<file path="config.mk">
export PLATFORM = sky130hd
export DESIGN_NAME = unique_value_set_table_top
export DESIGN_NICKNAME = d
export VERILOG_FILES = /design/src/uvst_pkg.sv /design/src/uvst_cell.sv /design/src/unique_value_set_table_top.sv
export SDC_FILE = /design/constraint.sdc
export NUM_CORES = 1
export LEC_CHECK = 0
export ABC_CLOCK_PERIOD_IN_PS = 5300
export BUFFER_PORTS_ARGS = -buffer_cell sky130_fd_sc_hd__buf_2
export CORE_UTILIZATION = 40
export CTS_CLUSTER_DIAMETER = 150
export DETAILED_ROUTE_END_ITERATION = 8
export HOLD_SLACK_MARGIN = 0.15
export SLEW_MARGIN = 20
export SYNTH_ARGS = -nofsm -noshare
export SYNTH_HDL_FRONTEND = slang
export SYNTH_SLANG_ARGS = --single-unit
</file>
<file path="constraint.sdc">
create_clock -name clk -period 5.3 [get_ports clk]
set_input_delay 0.53 -clock clk [delete_from_list [all_inputs] [get_ports clk]]
set_output_delay 0.53 -clock clk [all_outputs]
set_load 0.01 [all_outputs]
</file>
<file path="src/uvst_pkg.sv">
// ----------------------------------------------------------------------------
// uvst_pkg
// Types and codes shared by the ordered value set table and its cells.
// ----------------------------------------------------------------------------
package uvst_pkg;

	localparam logic [1:0] KIND_INSERT = 2'd0;
	localparam logic [1:0] KIND_REMOVE = 2'd1;
	localparam logic [1:0] KIND_QUERY  = 2'd2;

	localparam logic [1:0] ST_DONE    = 2'd0;
	localparam logic [1:0] ST_IGNORED = 2'd1;
	localparam logic [1:0] ST_FULL    = 2'd2;

	typedef struct packed {
		logic [1:0]         kind;
		logic signed [31:0] value;
	} uvst_req_t;

	typedef struct packed {
		logic       was_present;
		logic [3:0] position;
		logic [1:0] status;
		logic [4:0] entry_count;
	} uvst_rsp_t;

	// broadcast to every cell
	typedef struct packed {
		logic load;       // latch compare result for a new request
		logic insert_en;  // append at slot == count
		logic remove_en;  // slots at or above the hit take their neighbor
	} uvst_cell_ctl_t;

endpackage

</file>
<file path="src/uvst_cell.sv">
// ----------------------------------------------------------------------------
// uvst_cell
// One table slot: holds a value, compares it against a lookup key and
// shifts in its upper neighbor's value when its own entry or one below it is removed.
// ----------------------------------------------------------------------------
module uvst_cell
	import uvst_pkg::*;
#(
	parameter int IDX = 0,
	parameter int IW  = 4,
	parameter int CW  = 5
) (
	input  logic           clk,
	input  logic           arst_n,
	input  uvst_cell_ctl_t ctl,
	input  logic [31:0]    cmp_val,
	input  logic [31:0]    wr_val,
	input  logic [CW-1:0]  count,
	input  logic [IW-1:0]  pos,
	input  logic [31:0]    nbr_val,
	output logic [31:0]    val,
	output logic           hit
);

	localparam logic [CW-1:0] IDX_C = CW'(IDX);
	localparam logic [IW-1:0] IDX_P = IW'(IDX);

	logic [31:0] entry_q;
	logic        hit_q;
	logic        occupied;

	assign occupied = (IDX_C < count);
	assign val      = entry_q;
	assign hit      = hit_q;

	always_ff @(posedge clk or negedge arst_n) begin
		if (!arst_n) begin
			hit_q <= 1'b0;
		end else if (ctl.load) begin
			hit_q <= occupied && (entry_q == cmp_val);
		end
	end

	always_ff @(posedge clk) begin
		if (ctl.insert_en && (IDX_C == count)) begin
			entry_q <= wr_val;
		end else if (ctl.remove_en && (IDX_P >= pos)) begin
			entry_q <= nbr_val;
		end
	end

endmodule

</file>
<file path="src/unique_value_set_table_top.sv">
// ----------------------------------------------------------------------------
// unique_value_set_table_top
// Ordered set of distinct 32-bit values kept in a row of slot cells.
// Insert appends, remove closes the gap, query reports membership.
// ----------------------------------------------------------------------------
//  channel | signals                       | direction
//  --------+-------------------------------+----------
//  in      | in_valid, in_ready, in_data   | request in
//  out     | out_valid, out_ready, out_data| result out
//
// For each request, the edge that accepts it latches the compare of every
// slot; the commit then updates the table and loads the output
// register. A new request is taken once the previous one commits.
// A stalled output holds the pending request in the compare stage.
// Reset clears the count and the handshake state; slot contents stay as is.
module unique_value_set_table_top
	import uvst_pkg::*;
#(
	parameter int CAPACITY = 16
) (
	input  logic      clk,
	input  logic      arst_n,
	input  logic      in_valid,
	output logic      in_ready,
	input  uvst_req_t in_data,
	output logic      out_valid,
	input  logic      out_ready,
	output uvst_rsp_t out_data
);

	localparam int IW = (CAPACITY > 1) ? $clog2(CAPACITY) : 1;
	localparam int CW = $clog2(CAPACITY + 1);
	localparam logic [CW-1:0] CAP_C = CW'(CAPACITY);

	logic          s1_valid_q;
	logic [1:0]    kind_s1;
	logic [31:0]   value_s1;
	logic [CW-1:0] count_q;
	logic          out_valid_q;
	uvst_rsp_t     out_q;

	logic [CAPACITY-1:0] hit;
	logic [31:0]         cell_val [CAPACITY];
	logic [IW-1:0]       pos;
	logic                present;
	logic                accept;
	logic                done;
	logic [1:0]          status;
	logic [CW-1:0]       count_nxt;
	uvst_cell_ctl_t      ctl;
	logic [IW+3:0]       pos_ext;
	logic [CW+4:0]       cnt_ext;

	assign in_ready  = !s1_valid_q;
	assign accept    = in_valid && in_ready;
	assign done      = s1_valid_q && (!out_valid_q || out_ready);
	assign out_valid = out_valid_q;
	assign out_data  = out_q;

	// at most one slot can match, so the index is an OR of the hit slots
	always_comb begin
		pos = '0;
		for (int i = 0; i < CAPACITY; i++) begin
			if (hit[i]) begin
				pos = pos | IW'(i);
			end
		end
	end
	assign present = |hit;

	always_comb begin
		status    = ST_DONE;
		count_nxt = count_q;
		ctl.load      = accept;
		ctl.insert_en = 1'b0;
		ctl.remove_en = 1'b0;
		case (kind_s1)
			KIND_INSERT: begin
				if (present) begin
					status = ST_IGNORED;
				end else if (count_q >= CAP_C) begin
					status = ST_FULL;
				end else begin
					count_nxt     = count_q + 1'b1;
					ctl.insert_en = done;
				end
			end
			KIND_REMOVE: begin
				if (present) begin
					count_nxt     = count_q - 1'b1;
					ctl.remove_en = done;
				end else begin
					status = ST_IGNORED;
				end
			end
			default: begin
				status = ST_DONE;
			end
		endcase
	end

	assign pos_ext = {4'b0, pos};
	assign cnt_ext = {5'b0, count_nxt};

	for (genvar g = 0; g < CAPACITY; g++) begin : g_cell
		logic [31:0] nbr;
		if (g == CAPACITY - 1) begin : g_last
			assign nbr = cell_val[g];
		end else begin : g_mid
			assign nbr = cell_val[g+1];
		end
		uvst_cell #(
			.IDX(g),
			.IW (IW),
			.CW (CW)
		) u_cell (
			.clk    (clk),
			.arst_n (arst_n),
			.ctl    (ctl),
			.cmp_val(in_data.value),
			.wr_val (value_s1),
			.count  (count_q),
			.pos    (pos),
			.nbr_val(nbr),
			.val    (cell_val[g]),
			.hit    (hit[g])
		);
	end

	always_ff @(posedge clk or negedge arst_n) begin
		if (!arst_n) begin
			s1_valid_q  <= 1'b0;
			count_q     <= '0;
			out_valid_q <= 1'b0;
		end else begin
			if (accept) begin
				s1_valid_q <= 1'b1;
			end else if (done) begin
				s1_valid_q <= 1'b0;
			end
			if (done) begin
				count_q     <= count_nxt;
				out_valid_q <= 1'b1;
			end else if (out_ready) begin
				out_valid_q <= 1'b0;
			end
		end
	end

	always_ff @(posedge clk) begin
		if (accept) begin
			kind_s1  <= in_data.kind;
			value_s1 <= in_data.value;
		end
		if (done) begin
			out_q.was_present <= present;
			out_q.position    <= pos_ext[3:0];
			out_q.status      <= status;
			out_q.entry_count <= cnt_ext[4:0];
		end
	end

	a_count_range: assert property (@(posedge clk) disable iff (!arst_n)
		count_q <= CAP_C)
		else $error("entry count above capacity");

	a_single_hit: assert property (@(posedge clk) disable iff (!arst_n)
		s1_valid_q |-> $onehot0(hit))
		else $error("value stored in more than one slot");

	a_insert_grows: assert property (@(posedge clk) disable iff (!arst_n)
		ctl.insert_en |=> count_q == $past(count_q) + 1'b1)
		else $error("insert did not grow the table");

	a_remove_shrinks: assert property (@(posedge clk) disable iff (!arst_n)
		ctl.remove_en |=> count_q == $past(count_q) - 1'b1)
		else $error("remove did not shrink the table");

	a_done_loads_out: assert property (@(posedge clk) disable iff (!arst_n)
		done |=> out_valid_q && !s1_valid_q)
		else $error("committed request did not reach the output");

endmodule
</file>
==> results.sh <==
export IMPL_status="finished, final reports clean"
export IMPL_clock_latency_ns=0.62
export IMPL_maxCapViolCount=0
export IMPL_drv_slew=0
export IMPL_core_area_um2=74700
export IMPL_cts_hold_fix_buffers=1
export IMPL_pin_count=52
export IMPL_n_fill_cell=6636
export IMPL_p_seq_share_pct=47.1
export IMPL_path_clk_slew_ns=0.06
export IMPL_min_period_ns=3.79
export IMPL_ys_ff_latch=581
export IMPL_power_switching_mw=3.47
export IMPL_dp_hpwl_um=79900
export IMPL_tns_ns=0
export IMPL_syn_area_um2=30300
export IMPL_final_util_pct=45.8
export IMPL_critPathArrivalTime_ns=4.10
export IMPL_final_antenna_net_count=0
export IMPL_grt_pass1_wl_um=157000
export IMPL_cp_start_kind="flip-flop"
export IMPL_tightestPinTransition_ns=1.22
export IMPL_r2r_cells=8
export IMPL_grt_setup_unrepaired="no"
export IMPL_numCtsBuffers=66
export IMPL_root_buffer="clkbuf_16"
export IMPL_port_buffers=51
export IMPL_grt_pass1_vias=19300
export IMPL_first_pass_iters=5
export IMPL_post_cts_resized=0
export IMPL_synthFlopType="edfxtp_1"
export IMPL_grt_max_degree=33
export IMPL_whs_path_depth=1
export IMPL_dieArea_um2=76800
export IMPL_power_density_nw_per_um2=354
export IMPL_r2r_end="g_cell[13].u_cell.val[30]"
export IMPL_holdPathEnd="kind_s1[0]"
export IMPL_relSlewSlack_pct=18.8
export IMPL_setup_viol_count_final=0
export IMPL_timing_rr_start="g_cell[10].u_cell.hit"
export IMPL_yosysSeqAreaShare_pct=57.2
export IMPL_setup_ws_ns=1.51
export IMPL_p_leak_nw=11.4
export IMPL_async_flop_share_pct=3.96
export IMPL_critPathCaptureType="flip-flop"
export IMPL_fmax_mhz=264
export IMPL_routedWlPerCell_um=35.8
export IMPL_antenna_cells=0
export IMPL_critPathMaxFanout=23
export IMPL_min_path_type="in2reg"
export IMPL_rrSetupSlack_ns=1.51
export IMPL_vias_per_cell=5.99
export IMPL_overflow=0
export IMPL_clockBufferDepth=3
export IMPL_cts_tree="done"
export IMPL_finalHoldViolCount=0
export IMPL_rows=100
export IMPL_syn_inst=2116
export IMPL_layoutNonFillerInstCount=3178
export IMPL_grt_antenna_before_repair=6
export IMPL_fin_nets=2203
export IMPL_critical_path_required_ns=5.62
export IMPL_finalCritPeriodShare_pct=71.4
export IMPL_post_place_ws_ns=1.32
export IMPL_synthToLayoutAreaGrowth_pct=12.9
export IMPL_cts_sinks=581
export IMPL_syn_nets=2159
export IMPL_gp_congestion=0.963
export IMPL_routed_wl_um=114000
export IMPL_synth_edf_count=558
export IMPL_hold_slack_ns=0.179
export IMPL_syn_avg_cell_area_um2=14.3
export IMPL_initial_core_util_pct=40.5
export IMPL_combPwrFrac_pct=13.1
export IMPL_drc_errors=0
export IMPL_fp_dieW_um=277
export IMPL_die_y_um=277
export IMPL_synth_distinct_cells=53
export IMPL_critical_path_class="reg2reg"
export IMPL_internal_power_mw=8.62
export IMPL_vias=19000
export IMPL_ir_drop_v=0.000224
export IMPL_htree_levels=3
export IMPL_power_mw=12.1
export IMPL_track_usage_pct=29.6
export IMPL_worst_clock_skew_ns=0.0263
export IMPL_dpl_instance_area_um2=31800
export IMPL_min_from="in_data[32]"
export IMPL_sw_frac_of_total_pct=28.7
export IMPL_drive_gt1_share_pct=27.2
export IMPL_clockPowerShare_pct=39.8
export IMPL_first_iter_violations=2085
export IMPL_yosysWarningCount=0
export IMPL_postCtsSetupBuffers=0
export IMPL_dp_cells=3055
export IMPL_postLayoutCellArea_um2=34200
-- worst max-delay path, stage by stage (launching register included) --
cell	delay (ns)
dfrtp_1	0.42
nor4_1	0.51
and4_1	0.27
buf_4	0.24
inv_6	0.13
nor4_1	0.88
nand2_1	0.25
o22ai_4	0.50
buf_16	0.25
-- cells in the mapped netlist (all sizes together) (4+ instances only) --
cell	count	area, µm²
nor3	18	95.1
o31ai	6	45.0
edfxtp	558	16800
o21ai	23	115
and2	5	31.3
ha	5	62.6
nand2	40	150
buf	60	350
inv	11	46.3
xnor2	206	1800
nand2b	4	25.0
nand4	73	457
nor2	28	108
nand3	19	95.1
nand3b	4	30.0
a21oi	12	60.1
clkbuf	99	372
mux2	481	5420
dfrtp	23	576
nor4	97	686
xor2	311	2720
-- cells by family after synthesis --
group | synth area share (%)
compound gates | 1.29
buf+inv | 2.56
fa+ha+maj | 0.207
mux | 18.0
xor+xnor | 15.0
simple gates | 5.78
flops | 57.2
-- per-layer routing --
layer | vias to the layer above | global-route usage (%) | share of wire (%)
met3 | 254 | 5.05 | 7.7
li1 | 7941 | - | -
met4 | 4 | 14.4 | 5.4
met1 | 9845 | 38.1 | 40
met2 | 986 | 48.2 | 47
met5 | - | 0 | 0.026
-- state kept, by name (all words and copies together), names as in the netlist --
signal / count
g_cell.u_cell.val: 512
value_s1: 32
g_cell.u_cell.hit: 16
out_data: 12
count_q: 5
kind_s1: 2
out_valid: 1
s1_valid_q: 1
-- layout by cell type (no fill, tap or decap), types with 12 or more instances in the layout --
cell type	count
a21oi_1	12
buf_2	51
buf_4	76
clkbuf_1	15
clkbuf_16	67
dfrtp_1	23
edfxtp_1	558
mux2_1	140
mux2_2	341
nand2_1	40
nand3_1	19
nand4_1	73
nor2_1	27
nor3_1	17
nor4_1	90
o21ai_4	12
xnor2_1	206
xor2_1	311
-- cell type report --
type	instances	area, µm²	area share, %
clock inverters	32	437	1.28
flip-flops and latches	581	17300	50.7
clock buffers	85	1770	5.19
well taps	969	1210	3.55
repair buffers	135	1030	3.01
inverters	13	53.8	0.157
multi-input cells	1363	12300	36.1
-- worst max-delay path by stage --
stage,startpoint,endpoint,slack (ns),cells after the start
4_1_cts,g_cell[10].u_cell.hit,g_cell[13].u_cell.val[14],1.25,7
5_1_grt,g_cell[10].u_cell.hit,g_cell[13].u_cell.val[29],1.30,8
6_report,g_cell[10].u_cell.hit,g_cell[13].u_cell.val[30],1.51,8
3_5_place_dp,g_cell[10].u_cell.hit,g_cell[13].u_cell.val[22],1.32,7
2_1_floorplan,g_cell[11].u_cell.hit,g_cell[1].u_cell.val[0],1.05,7
3_3_place_gp,g_cell[10].u_cell.hit,g_cell[13].u_cell.val[31],1.24,7
-- power by group through the flow --
stage                     Clock (mW)  Sequential (mW)  Combinational [mW]
final                           4.82             5.69                1.58
after global routing            5.02             5.69                1.64
after CTS                       4.85             5.68                1.56
after detailed placement           0             5.77                1.55
after global placement             0             5.78                1.53
after floorplan                    0             5.47               0.908
Power figures use the tool's default switching activity.
